$ cat config.mk
export PLATFORM = sky130hd
export DESIGN_NAME = unsorted_list_search_insert_delete
export DESIGN_NICKNAME = d
export VERILOG_FILES = /design/src/rtl/ulsid_pkg.sv /design/src/rtl/ulsid_cell.sv /design/src/rtl/unsorted_list_search_insert_delete.sv
export SDC_FILE = /design/constraint.sdc
export NUM_CORES = 1
export LEC_CHECK = 0
export BUFFER_PORTS_ARGS = -buffer_cell sky130_fd_sc_hd__buf_2
export CAP_MARGIN = 20
export CORE_AREA = 2 2 337 339
export CTS_CLUSTER_DIAMETER = 40
export DETAILED_ROUTE_END_ITERATION = 10
export DIE_AREA = 0 0 339 341
export PLACE_DENSITY = 0.5
export SLEW_MARGIN = 20
export SYNTH_ARGS = -nofsm -noshare
export SYNTH_HDL_FRONTEND = slang
export SYNTH_SLANG_ARGS = --single-unit
$ cat constraint.sdc
create_clock -name clk -period 6.5 [get_ports clk]
set_clock_uncertainty 0.1 [all_clocks]
set_input_delay 0.65 -clock clk [delete_from_list [all_inputs] [get_ports clk]]
set_output_delay 0.65 -clock clk [all_outputs]
set_load 0.02 [all_outputs]
$ cat src/rtl/ulsid_pkg.sv
// ----------------------------------------------------------------------------
// ulsid_pkg
// Shared types and codes for the unsorted list search/insert/delete block.
// ----------------------------------------------------------------------------
package ulsid_pkg;

	localparam int CMD_W    = 2;
	localparam int VALUE_W  = 32;
	localparam int STATUS_W = 2;
	localparam int POS_W    = 4;
	localparam int LCNT_W   = 5;

	localparam logic [CMD_W-1:0] CMD_SEARCH = 2'd0;
	localparam logic [CMD_W-1:0] CMD_APPEND = 2'd1;
	localparam logic [CMD_W-1:0] CMD_DELETE = 2'd2;

	localparam logic [STATUS_W-1:0] ST_OK        = 2'd0;
	localparam logic [STATUS_W-1:0] ST_NOT_FOUND = 2'd1;
	localparam logic [STATUS_W-1:0] ST_FULL      = 2'd2;

	// per-cell control, one bundle shared by the whole row
	typedef struct packed {
		logic compare; // latch match flag against incoming value
		logic shift;   // delete: cells at or after first match take neighbor
	} cell_ctrl_t;

endpackage

$ cat src/rtl/ulsid_cell.sv
// ----------------------------------------------------------------------------
// ulsid_cell
// One list slot: holds an entry, flags a match, passes the match chain on and
// takes its right neighbor's entry on delete.
// ----------------------------------------------------------------------------
module ulsid_cell
	import ulsid_pkg::*;
(
	input  logic               clk,
	input  logic               arst_n,
	input  cell_ctrl_t         ctrl,
	input  logic               live,
	input  logic               load,
	input  logic [VALUE_W-1:0] value,
	input  logic [VALUE_W-1:0] next_entry,
	input  logic               chain_in,
	output logic               chain_out,
	output logic               first,
	output logic [VALUE_W-1:0] entry
);

	logic [VALUE_W-1:0] entry_q;
	logic               match_q;

	assign chain_out = chain_in | match_q;
	assign first     = match_q & ~chain_in;
	assign entry     = entry_q;

	always_ff @(posedge clk or negedge arst_n) begin
		if (!arst_n) begin
			match_q <= 1'b0;
		end else if (ctrl.compare) begin
			match_q <= live && (entry_q == value);
		end
	end

	always_ff @(posedge clk) begin
		if (load) begin
			entry_q <= value;
		end else if (ctrl.shift && chain_out) begin
			entry_q <= next_entry;
		end
	end

endmodule

$ cat src/rtl/unsorted_list_search_insert_delete.sv
// ----------------------------------------------------------------------------
// unsorted_list_search_insert_delete
// Unordered list of signed 32-bit values with search, append and compacting
// delete, built as a row of compare cells.
// ----------------------------------------------------------------------------
// Every cell compares its entry with the value when the item is accepted and
// registers its match flag; in the resolve state the first-match chain runs
// across the row of cells, the list is updated and the result is registered.
// That chain through all CAPACITY cells is the longest path. A finished result
// waits in the output register while the next item is accepted; the block only
// holds in the resolve cycle if the previous result has not yet been taken.
// Entries at or above the live count never match, so no clearing is needed.
module unsorted_list_search_insert_delete
	import ulsid_pkg::*;
#(
	parameter int CAPACITY = 16
) (
	input  logic        clk,
	input  logic        arst_n,
	input  logic        s_tvalid,
	output logic        s_tready,
	input  logic [39:0] s_tdata,  // command[1:0], value[33:2], zero fill
	output logic        m_tvalid,
	input  logic        m_tready,
	output logic [15:0] m_tdata   // status[1:0], position[5:2], live_count[10:6], zero fill
);

	localparam int IDX_W = (CAPACITY > 1) ? $clog2(CAPACITY) : 1;
	localparam int CNT_W = $clog2(CAPACITY + 1);
	localparam logic [CNT_W-1:0] CAP_CNT = CNT_W'(CAPACITY);

	typedef enum logic [1:0] {
		S_IDLE    = 2'b01,
		S_RESOLVE = 2'b10
	} state_t;

	state_t              state_q;
	logic [CMD_W-1:0]    cmd_q;
	logic [VALUE_W-1:0]  value_q;
	logic [CNT_W-1:0]    count_q;
	logic                out_valid_q;
	logic [STATUS_W-1:0] status_q;
	logic [POS_W-1:0]    pos_q;
	logic [LCNT_W-1:0]   lcnt_q;

	logic               accept;
	logic               commit;
	logic [VALUE_W-1:0] cell_value;
	cell_ctrl_t         ctrl;

	logic [CAPACITY:0]   chain;
	logic [CAPACITY-1:0] first;
	logic [CAPACITY-1:0] live;
	logic [CAPACITY-1:0] load;
	logic [VALUE_W-1:0]  entry [CAPACITY];

	logic                found;
	logic                full;
	logic [IDX_W-1:0]    first_idx;
	logic [CNT_W-1:0]    count_next;
	logic [STATUS_W-1:0] status_next;
	logic [IDX_W-1:0]    pos_next;
	logic [IDX_W+POS_W-1:0]  pos_wide;
	logic [CNT_W+LCNT_W-1:0] cnt_wide;

	assign s_tready = (state_q == S_IDLE);
	assign accept   = s_tvalid && s_tready;
	assign commit   = (state_q == S_RESOLVE) && (!out_valid_q || m_tready);

	// compare against the incoming value at accept, write the held one after
	assign cell_value   = accept ? s_tdata[33:2] : value_q;
	assign ctrl.compare = accept;
	assign ctrl.shift   = commit && (cmd_q == CMD_DELETE) && found;

	assign full = (count_q >= CAP_CNT);

	assign chain[0] = 1'b0;

	for (genvar i = 0; i < CAPACITY; i++) begin : g_cell
		assign live[i] = (CNT_W'(i) < count_q);
		assign load[i] = commit && (cmd_q == CMD_APPEND) && !full
			&& (count_q == CNT_W'(i));

		ulsid_cell u_cell (
			.clk        (clk),
			.arst_n     (arst_n),
			.ctrl       (ctrl),
			.live       (live[i]),
			.load       (load[i]),
			.value      (cell_value),
			.next_entry (entry[(i + 1 < CAPACITY) ? i + 1 : i]),
			.chain_in   (chain[i]),
			.chain_out  (chain[i+1]),
			.first      (first[i]),
			.entry      (entry[i])
		);
	end

	assign found = chain[CAPACITY];

	// first is one-hot or empty, so an OR of indexes gives the position
	always_comb begin
		first_idx = '0;
		for (int i = 0; i < CAPACITY; i++) begin
			first_idx = first_idx | (first[i] ? IDX_W'(i) : IDX_W'(0));
		end
	end

	always_comb begin
		status_next = ST_NOT_FOUND;
		pos_next    = '0;
		count_next  = count_q;
		case (cmd_q)
			CMD_SEARCH: begin
				if (found) begin
					status_next = ST_OK;
					pos_next    = first_idx;
				end
			end
			CMD_APPEND: begin
				if (full) begin
					status_next = ST_FULL;
				end else begin
					status_next = ST_OK;
					pos_next    = count_q[IDX_W-1:0];
					count_next  = count_q + CNT_W'(1);
				end
			end
			CMD_DELETE: begin
				if (found) begin
					status_next = ST_OK;
					pos_next    = first_idx;
					count_next  = count_q - CNT_W'(1);
				end
			end
			default: begin
				status_next = ST_NOT_FOUND;
			end
		endcase
	end

	assign pos_wide = {{POS_W{1'b0}}, pos_next};
	assign cnt_wide = {{LCNT_W{1'b0}}, count_next};

	always_ff @(posedge clk or negedge arst_n) begin
		if (!arst_n) begin
			state_q     <= S_IDLE;
			count_q     <= '0;
			out_valid_q <= 1'b0;
		end else begin
			case (state_q)
				S_IDLE: begin
					if (accept) begin
						state_q <= S_RESOLVE;
					end
				end
				S_RESOLVE: begin
					if (commit) begin
						state_q <= S_IDLE;
					end
				end
				default: begin
					state_q <= S_IDLE;
				end
			endcase
			if (commit) begin
				count_q     <= count_next;
				out_valid_q <= 1'b1;
			end else if (m_tready) begin
				out_valid_q <= 1'b0;
			end
		end
	end

	always_ff @(posedge clk) begin
		if (accept) begin
			cmd_q   <= s_tdata[1:0];
			value_q <= s_tdata[33:2];
		end
		if (commit) begin
			status_q <= status_next;
			pos_q    <= pos_wide[POS_W-1:0];
			lcnt_q   <= cnt_wide[LCNT_W-1:0];
		end
	end

	assign m_tvalid = out_valid_q;
	assign m_tdata  = {5'd0, lcnt_q, pos_q, status_q};

endmodule

==> results of run 1 <==
path summary, 6_finish.rpt:
path / from / to / cells after the start
max: state_q[0] / g_cell[6].u_cell.match_q / 9
min: s_tdata[0] / cmd_q[0] / 1
max reg2reg: state_q[0] / g_cell[6].u_cell.match_q / 9
min reg2reg: m_tvalid / m_tvalid / 2
max in group asynchronous: arst_n / g_cell[10].u_cell.match_q / 1
min in group asynchronous: arst_n / g_cell[4].u_cell.match_q / 1
final cells by class:
cell class                 count  area, um^2
multi-input combinational   1936       12000
timing repair buffer         150        1110
clock inverter                52         644
sequential                   581       17000
tap                         1500        1880
clock buffer                 135        2780
fill                       11500       76100
inverter                      89         337
registers in the layout, indices dropped and copies added (netlist names):
register / cells
state_q: 2
value_q: 32
count_q: 5
pos_q: 4
g_cell.u_cell.entry: 512
cmd_q: 2
lcnt_q: 5
status_q: 2
g_cell.u_cell.match_q: 16
m_tvalid: 1
routing by layer:
metal	global-route usage (%)	share of wire, %	vias to the layer above
met4	7.49	4.0	12
li1	-	-	10100
met5	0	0.070	-
met1	26.1	43	11200
met2	28.8	44	1019
met3	3.93	8.7	215
stage by stage:
step	total power, W	cells	util, %	hold slack, ps	area, um^2
finish	0.0119	4443	31.9	79.0	35700
global route	0.0122	4443	31.9	57.4	35700
CTS	0.0119	4442	31.9	45.5	35700
detailed placement	0.00654	4255	28.9	411	32300
global placement	0.00654	4255	28.9	406	32300
floorplan	0.00553	2836	-	254	30100
critical path, cell delays in order (launching register included):
cell	delay, ps
dfstp_2	570
nand3b_4	360
inv_4	360
buf_12	310
mux2i_4	880
buf_4	430
xnor2_1	100
nor4_1	310
nand4_1	200
o31ai_1	310
cell usage after synthesis, drive strengths merged, types with 2 or more instances:
| cell type | n | area, um^2 |
|---|---|---|
| or3 | 3 | 28.8 |
| o32ai | 3 | 26.3 |
| nor2 | 108 | 405 |
| a2111oi | 5 | 43.8 |
| or2 | 2 | 12.5 |
| a221oi | 14 | 129 |
| clkbuf | 159 | 598 |
| xor2 | 211 | 1850 |
| a21oi | 104 | 521 |
| nand3b | 2 | 27.5 |
| nand3 | 24 | 125 |
| a222oi | 8 | 80.1 |
| xnor2 | 230 | 2010 |
| ha | 10 | 125 |
| a211oi | 3 | 22.5 |
| o22ai | 16 | 100 |
| and3 | 4 | 25.0 |
| o2111ai | 9 | 78.8 |
| o2bb2ai | 2 | 17.5 |
| o21bai | 3 | 22.5 |
| buf | 71 | 435 |
| and2 | 3 | 18.8 |
| inv | 89 | 334 |
| mux2 | 2 | 22.5 |
| nor4 | 73 | 472 |
| a22oi | 6 | 45.0 |
| mux2i | 32 | 531 |
| o21ai | 455 | 2280 |
| nor3 | 18 | 90.1 |
| nand2 | 459 | 1720 |
| nand4 | 66 | 413 |
| o221ai | 7 | 61.3 |
| edfxtp | 525 | 15800 |
| o31ai | 5 | 37.5 |
| a31oi | 3 | 18.8 |
| nor2b | 8 | 50.1 |
| o211ai | 3 | 22.5 |
| dfrtp | 23 | 576 |
| dfxtp | 32 | 641 |
| a22o | 12 | 105 |
| or4 | 2 | 15.0 |
| nand2b | 5 | 31.3 |
| a32oi | 2 | 17.5 |
| a32o | 3 | 30.0 |
cells by family (layout without fill, tap and decap cells):
logic type,after synthesis,in the layout,share of synthesized area (%)
and+or+nand+nor,780,780,11.5
AOI/OAI and AO/OA,666,666,12.2
DFF,581,581,56.6
xor gates and xnor gates,441,441,12.8
buffers and inverters,319,426,4.55
muxes,34,34,1.84
adders and majority gates,10,10,0.416
other,1,5,0.0125
power breakdown:
group | total [W] | internal, W | switching, W
combinational | 0.00230 | 0.000707 | 0.00160
sequential | 0.00423 | 0.00412 | 0.000109
clock | 0.00541 | 0.00348 | 0.00193
==> impl_metrics.env, run 1 <==
export IMPL_drtAntennaViolNets=0
export IMPL_hold_violations=0
export IMPL_cp_arrival_ps=4620
export IMPL_min_period_ps=4190
export IMPL_dr_pass1_iters=6
export IMPL_hold_buffers=0
export IMPL_die_h_um=341
export IMPL_num_antenna_cells=0
export IMPL_drive_gt1_share_pct=12.7
export IMPL_synth_cells=2832
export IMPL_final_nets=2912
export IMPL_finalSetupViolCount=0
export IMPL_cts_buffers=100
export IMPL_initial_core_util_pct=26.9
export IMPL_grt_max_degree=66
export IMPL_endpoint_kind="flop"
export IMPL_grtUsageTotal_pct=18.9
export IMPL_ys_seq_area_share_pct=56.6
export IMPL_rsz0062_at_grt="no"
export IMPL_avgSynthCellArea_um2=10.6
export IMPL_htreeDepth=3
export IMPL_cts_setup_buffers=0
export IMPL_peakVddDrop_mv=0.229
export IMPL_critPathLaunchType="flop"
export IMPL_post_cts_resized=0
export IMPL_globalplace_congestion=0.909
export IMPL_clk_pin_slew_ps=50
export IMPL_pre_cts_slack_ps=2150
export IMPL_avgViaCountPerCell=5.08
export IMPL_dp_hpwl_um=78300
export IMPL_mostFrequentLayoutCells="edfxtp_1, nand2_1, o21ai_0"
export IMPL_reg2reg_slack_ps=2310
export IMPL_antenna_found_initial=8
export IMPL_drc=0
export IMPL_grt_pass1_wl_um=159000
export IMPL_area_growth_pct=18.9
export IMPL_wire_per_inst_um=25.2
export IMPL_hold_path_class="in2reg"
export IMPL_ys_types=67
export IMPL_die_area_um2=116000
export IMPL_status="completed"
export IMPL_crit_required_ps=6930
export IMPL_ys_seq_elements=581
export IMPL_fin_tns_setup_ps=0
export IMPL_cts_root_buf="clkbuf_16"
export IMPL_critPathKind="reg2reg"
export IMPL_ys_warnings_count=0
export IMPL_worst_slew_pin_slew_ps=1030
export IMPL_synth_area_um2=30100
export IMPL_leakage_nw=12.8
export IMPL_synthArstFlopShare_pct=4.13
export IMPL_io_pins=62
export IMPL_fin_ws_ps=2310
export IMPL_clock_fmax_mhz=238
export IMPL_die_w_um=339
export IMPL_cap_violations=0
export IMPL_relSlewSlack_pct=30.2
export IMPL_first_iter_violations=2808
export IMPL_worstPathMaxFanout=24
export IMPL_clk_latency_ps=650
export IMPL_layout_commonest_cell="edfxtp_1"
export IMPL_vias=22600
export IMPL_slew_viol_final=0
export IMPL_core_area_um2=112000
export IMPL_synth_edf_count=525
export IMPL_synthFlopType="edfxtp_1"
export IMPL_cts_tree="done"
export IMPL_min_period_over_period_pct=64.5
export IMPL_grt_pass1_vias=21500
export IMPL_wl_um=112000
export IMPL_pwr_density_cell_nw_per_um2=334
export IMPL_grt_overflow=0
export IMPL_rows=123
export IMPL_clock_sinks=581
export IMPL_port_buffers=50
export IMPL_cts_buffer_depth=3
(Power assumes the default switching activity.)
==> run 2: changes to the inputs <==
--- a/config.mk
+++ b/config.mk
@@ -11,7 +11,7 @@
 export CTS_CLUSTER_DIAMETER = 40
 export DETAILED_ROUTE_END_ITERATION = 10
 export DIE_AREA = 0 0 339 341
-export PLACE_DENSITY = 0.5
+export PLACE_DENSITY = 0.51
 export SLEW_MARGIN = 20
 export SYNTH_ARGS = -nofsm -noshare
 export SYNTH_HDL_FRONTEND = slang
==> constraint.sdc (replaced) <==
create_clock -name clk -period 3.4 [get_ports clk]
set_clock_uncertainty 0.1 [all_clocks]
set_input_delay 0.34 -clock clk [delete_from_list [all_inputs] [get_ports clk]]
set_output_delay 0.34 -clock clk [all_outputs]
set_load 0.02 [all_outputs]
==> run 2 against run 1 <==
  * Cell area is 3.1% higher
  * Die area unchanged
  * Routed wire length grew 1.0%
  * Non-clock buffer count is 57 higher
  * Register-to-register slack lost 2100 ps
  * Sequential cell count unchanged
  * Sequential power up 91%
  * Sequential share of layout area down 1.4 points
  * Final cell count grew 1.4%
  * Via count grew 1.3%
  * First-iteration DRC count shrank 6.0%
==> impl_metrics.env, run 2 (synthesis gave the netlist of run 1 again) <==
export IMPL_status="completed"
export IMPL_slowest_delay_ps=590
export IMPL_finalSetupViolCount=0
export IMPL_vias=22800
export IMPL_fin_ws_ps=213
export IMPL_htreeDepth=3
export IMPL_core_area_um2=112000
export IMPL_layout_commonest_cell="edfxtp_1"
export IMPL_min_from="s_tdata[25]"
export IMPL_cap_violations=0
export IMPL_critPathLaunchType="flop"
export IMPL_pre_cts_slack_ps=111
export IMPL_critPathKind="reg2reg"
export IMPL_port_buffers=50
export IMPL_pwr_density_cell_nw_per_um2=629
export IMPL_clock_sinks=581
export IMPL_antenna_found_initial=6
export IMPL_grt_overflow=0
export IMPL_drc=0
export IMPL_drtAntennaViolNets=0
export IMPL_whs_path_depth=4
export IMPL_nFillCells=11400
export IMPL_cp_arrival_ps=3660
export IMPL_wl_um=113000
export IMPL_crit_chain="nand3b_4 -> inv_4 -> buf_12 -> buf_4 -> mux2i_4 -> buf_12 -> a22oi_1 -> o21ai_0 -> a2111oi_1 -> buf_4 -> nand4_1 -> o21ai_0"
export IMPL_final_nets=2968
export IMPL_die_w_um=339
export IMPL_hold_violations=0
export IMPL_reg2reg_slack_ps=210
export IMPL_cts_tree="done"
export IMPL_reg2reg_depth=12
export IMPL_rsz0062_at_grt="no"
export IMPL_io_pins=62
export IMPL_first_iter_violations=2639
export IMPL_grt_max_degree=66
export IMPL_wire_per_inst_um=25.1
export IMPL_worstPathMaxFanout=22
export IMPL_largest_reg_flops=512
export IMPL_crit_required_ps=3870
export IMPL_r2r_end="g_cell[12].u_cell.match_q"
export IMPL_die_area_um2=116000
export IMPL_leakage_nw=13.3
export IMPL_hold_path_class="in2reg"
export IMPL_slew_viol_final=0
export IMPL_dp_cells=4307
export IMPL_stdcell_count=4503
export IMPL_die_h_um=341
export IMPL_drive_gt1_share_pct=14.9
export IMPL_endpoint_kind="flop"
export IMPL_min_period_over_period_pct=93.7
export IMPL_peakVddDrop_mv=0.395
export IMPL_path_buf_inv=5
export IMPL_area_growth_pct=22.5
export IMPL_r2r_start="state_q[0]"
export IMPL_grtUsageTotal_pct=19.1
export IMPL_min_period_ps=3190
export IMPL_rows=123
export IMPL_clock_fmax_mhz=314
export IMPL_dr_pass1_iters=7
export IMPL_grt_pass1_wl_um=160000
export IMPL_cts_root_buf="clkbuf_16"
export IMPL_worst_slew_pin_slew_ps=1030
export IMPL_cts_buffers=99
export IMPL_critPathTopFamily="compound AO/OA/AOI/OAI gates"
export IMPL_clk_latency_ps=680
export IMPL_relSlewSlack_pct=31.4
export IMPL_globalplace_congestion=0.919
export IMPL_grt_pass1_vias=21900
export IMPL_dp_hpwl_um=80400
export IMPL_mostFrequentLayoutCells="edfxtp_1, nand2_1, o21ai_0"
export IMPL_clk_pin_slew_ps=50
export IMPL_avgViaCountPerCell=5.07
export IMPL_cts_buffer_depth=3
export IMPL_min_to="value_q[23]"
export IMPL_critPathSlowestCell="a2111oi_1"
export IMPL_initial_core_util_pct=26.9
run 2: routing by layer:
metal / up-vias / global-route usage, % / wire length, um
li1: 10300 / - / -
met1: 11400 / 26.3 / 48600
met2: 1058 / 30.1 / 51300
met3: 169 / 3.57 / 9420
met4: 8 / 6.53 / 3620
met5: - / 0 / 59
run 2: worst max path at each step:
| stage | to | cells after the start | from |
|---|---|---|---|
| 2_1_floorplan | g_cell[2].u_cell.entry[0] | 9 | state_q[0] |
| 3_3_place_gp | g_cell[12].u_cell.match_q | 12 | state_q[0] |
| 3_5_place_dp | g_cell[12].u_cell.match_q | 12 | state_q[0] |
| 4_1_cts | g_cell[12].u_cell.match_q | 12 | state_q[0] |
| 5_1_grt | g_cell[12].u_cell.match_q | 12 | state_q[0] |
| 6_report | g_cell[12].u_cell.match_q | 12 | state_q[0] |
run 2: worst reg2reg max path, delay by kind of cell, from the launching register on:
kind,cells,cell delay [ps]
simple gates,2,250
buf+inv,5,1070
compound gates,4,1050
mux,1,90
flops,1,560
run 2: final cells by class:
class                   instances  area (um^2)  area share [%]
repair buffers                207         2150            5.83
multi-input cells            1936        12000            32.6
inverters                      89          337           0.914
clock inverters                79          895            2.43
clock buffers                 109         2570            6.97
diodes                          2         5.00          0.0136
well taps                    1500         1880            5.09
flip-flops and latches        581        17000            46.2
run 2: timing repair:
item,in CTS,in global routing
setup endpoints to repair,0,1
gates resized for setup,0,1
hold endpoints to repair,28,0
hold buffers,5,0
buffers inserted,0,0
run 2: per-stage QoR:
step / hold slack (ps) / instance area (um^2) / util [%] / total power [W] / setup TNS [ps]
2_1_floorplan: -55.6 / 30100 / - / 0.0106 / -144430
3_3_place_gp: 402 / 33300 / 29.8 / 0.0129 / 0
3_5_place_dp: 413 / 33300 / 29.8 / 0.0129 / 0
4_1_cts: 43.6 / 36800 / 32.9 / 0.0232 / 0
5_1_grt: 70.0 / 36800 / 32.9 / 0.0238 / 0
6_report: 73.7 / 36800 / 32.9 / 0.0232 / 0
run 2: power by group:
part	internal [W]	switching, W
logic	0.00166	0.00310
clock network	0.00630	0.00402
registers	0.00786	0.000223
==> run 3: changes to the inputs <==
--- a/config.mk
+++ b/config.mk
@@ -11,7 +11,6 @@
 export CTS_CLUSTER_DIAMETER = 40
 export DETAILED_ROUTE_END_ITERATION = 10
 export DIE_AREA = 0 0 339 341
-export PLACE_DENSITY = 0.51
 export SLEW_MARGIN = 20
 export SYNTH_ARGS = -nofsm -noshare
 export SYNTH_HDL_FRONTEND = slang
==> run 3 against run 2 <==
  * Sequential share of layout area increased by 0.65 points
  * First-iteration DRC count is 25% higher
  * Routed wire length fell by 2.9%
  * Utilization is 0.46 points lower
  * Clock-buffer cell count decreased by 5
  * Sequential cell count unchanged
  * Critical path type unchanged
  * Highest routed layer unchanged
==> impl_metrics.env, run 3 (synthesis gave the netlist of run 1 again) <==
export IMPL_postPlaceCellArea_um2=33000
export IMPL_grt_max_degree=66
export IMPL_area_growth_pct=20.8
export IMPL_p_int_w=0.0156
export IMPL_finalSetupViolCount=0
export IMPL_avgViaCountPerCell=5.16
export IMPL_cts_tree="done"
export IMPL_pwr_share_seq_pct=35.5
export IMPL_clk_pin_slew_ps=60
export IMPL_die_area_um2=116000
export IMPL_cts_buffer_depth=3
export IMPL_grtUsageTotal_pct=18.5
export IMPL_cap_violations=0
export IMPL_cts_root_buf="clkbuf_16"
export IMPL_core_area_um2=112000
export IMPL_r2r_start="state_q[0]"
export IMPL_first_iter_violations=3311
export IMPL_drive_gt1_share_pct=14.6
export IMPL_critPathSlowestCell="dfstp_2"
export IMPL_endpoint_kind="flop"
export IMPL_layout_commonest_cell="edfxtp_1"
export IMPL_stdcell_count=4491
export IMPL_worst_slew_pin_slew_ps=1080
export IMPL_startpoint="state_q[0]"
export IMPL_globalplace_congestion=0.971
export IMPL_reg2reg_depth=9
export IMPL_die_h_um=341
export IMPL_min_period_over_period_pct=94.6
export IMPL_critPathLaunchType="flop"
export IMPL_design_area_um2=36300
export IMPL_p_switching_w=0.00719
export IMPL_initial_core_util_pct=26.9
export IMPL_dr_pass1_iters=5
export IMPL_r2r_end="g_cell[10].u_cell.match_q"
export IMPL_p_sw_share_pct=31.6
export IMPL_rows=123
export IMPL_final_util_pct=32.5
export IMPL_die_w_um=339
export IMPL_port_buffers=50
export IMPL_grt_pass1_vias=21900
export IMPL_final_nets=2967
export IMPL_grt_overflow=0
export IMPL_clock_sinks=581
export IMPL_cts_setup_buffers=0
export IMPL_io_pins=62
export IMPL_cts_buffers=93
export IMPL_largest_reg_flops=512
export IMPL_slew_viol_final=0
export IMPL_cp_endpoint="g_cell[10].u_cell.match_q"
export IMPL_mostFrequentLayoutCells="edfxtp_1, nand2_1, o21ai_0"
export IMPL_crit_chain="nand3b_4 -> inv_4 -> buf_12 -> mux2i_4 -> buf_4 -> xnor2_1 -> nor4_1 -> nand4_1 -> o31ai_1"
export IMPL_min_period_ps=3220
export IMPL_rsz0062_at_grt="no"
export IMPL_htreeDepth=3
export IMPL_dp_cells=4314
export IMPL_relSlewSlack_pct=27.9
export IMPL_wl_um=110000
export IMPL_grt_pass1_wl_um=157000
export IMPL_peakVddDrop_mv=0.479
export IMPL_hold_path_class="in2reg"
export IMPL_critPathKind="reg2reg"
export IMPL_slowest_delay_ps=560
export IMPL_worstPathMaxFanout=30
export IMPL_p_comb_share_pct=20.3
export IMPL_clkPwrFrac_pct=44.2
export IMPL_clock_fmax_mhz=311
export IMPL_clk_latency_ps=670
export IMPL_pre_cts_slack_ps=215
export IMPL_drc=0
export IMPL_leakage_nw=13.1
export IMPL_wire_per_inst_um=24.4
export IMPL_status="completed"
export IMPL_dp_hpwl_um=77400
export IMPL_seq_area_um2=17000
export IMPL_multiInputGateArea_um2=12000
export IMPL_vias=23200
export IMPL_drtAntennaViolNets=0
export IMPL_reg2reg_slack_ps=180
export IMPL_antenna_found_initial=6
export IMPL_pwr_density_cell_nw_per_um2=628
export IMPL_fin_ws_ps=184
export IMPL_num_antenna_cells=0
export IMPL_cp_arrival_ps=3680
export IMPL_hold_violations=0
export IMPL_crit_required_ps=3860
export IMPL_fin_tns_setup_ps=0
export IMPL_nFillCells=11200
## run 3: critical path, delay by kind of cell, from the launching register on
kind / cells / cell delay (ps)
buffers and inverters: 3 / 1060
flip-flops: 1 / 560
multiplexers: 1 / 250
AND/OR/NAND/NOR: 3 / 750
XOR/XNOR: 1 / 130
AO/OA/AOI/OAI: 1 / 220
## run 3: through the flow
stage | power, W | hold slack [ps]
floorplan | 0.0106 | -55.6
global placement | 0.0127 | 400
detailed placement | 0.0127 | 411
CTS | 0.0227 | 36.1
global route | 0.0233 | 68.6
finish | 0.0228 | 58.8
## run 3: routing by layer
metal	global-route usage, %	up-vias	wire length (um)
li1	-	10200	-
met1	25.4	11400	45200
met2	28.4	1343	48800
met3	3.99	225	11500
met4	7.25	8	4120
met5	0	-	45
## run 3: power groups by stage
stage	Clock [W]	Combinational, W	Sequential [W]
after floorplan	0	0.00247	0.00811
after global placement	0	0.00447	0.00822
after detailed placement	0	0.00448	0.00822
after CTS	0.0101	0.00452	0.00807
after global routing	0.0104	0.00480	0.00808
final	0.0101	0.00464	0.00808
## run 3: layout make-up
type	instances	area share [%]
clock buffer	104	6.60
clock inverter	69	2.49
inverter	89	0.926
multi-input combinational	1936	33.0
sequential	581	46.8
tap	1500	5.17
timing repair buffer	212	4.98
## run 3: worst min path at each step
| stage | end | start | depth (start not counted) | slack, ps |
|---|---|---|---|---|
| after floorplan | count_q[0] | arst_n | 0 | -60 |
| after global placement | m_tvalid | m_tvalid | 2 | 400 |
| after detailed placement | m_tvalid | m_tvalid | 2 | 410 |
| after CTS | value_q[16] | s_tdata[18] | 3 | 40 |
| after global routing | value_q[16] | s_tdata[18] | 3 | 70 |
| final | value_q[16] | s_tdata[18] | 3 | 60 |
## run 3: repair_timing
| item | CTS | global route |
|---|---|---|
| resized for setup | 0 | 0 |
| setup endpoints to repair | 0 | 0 |
| endpoints found under the hold margin | 27 | 0 |
| hold buffers | 4 | 0 |
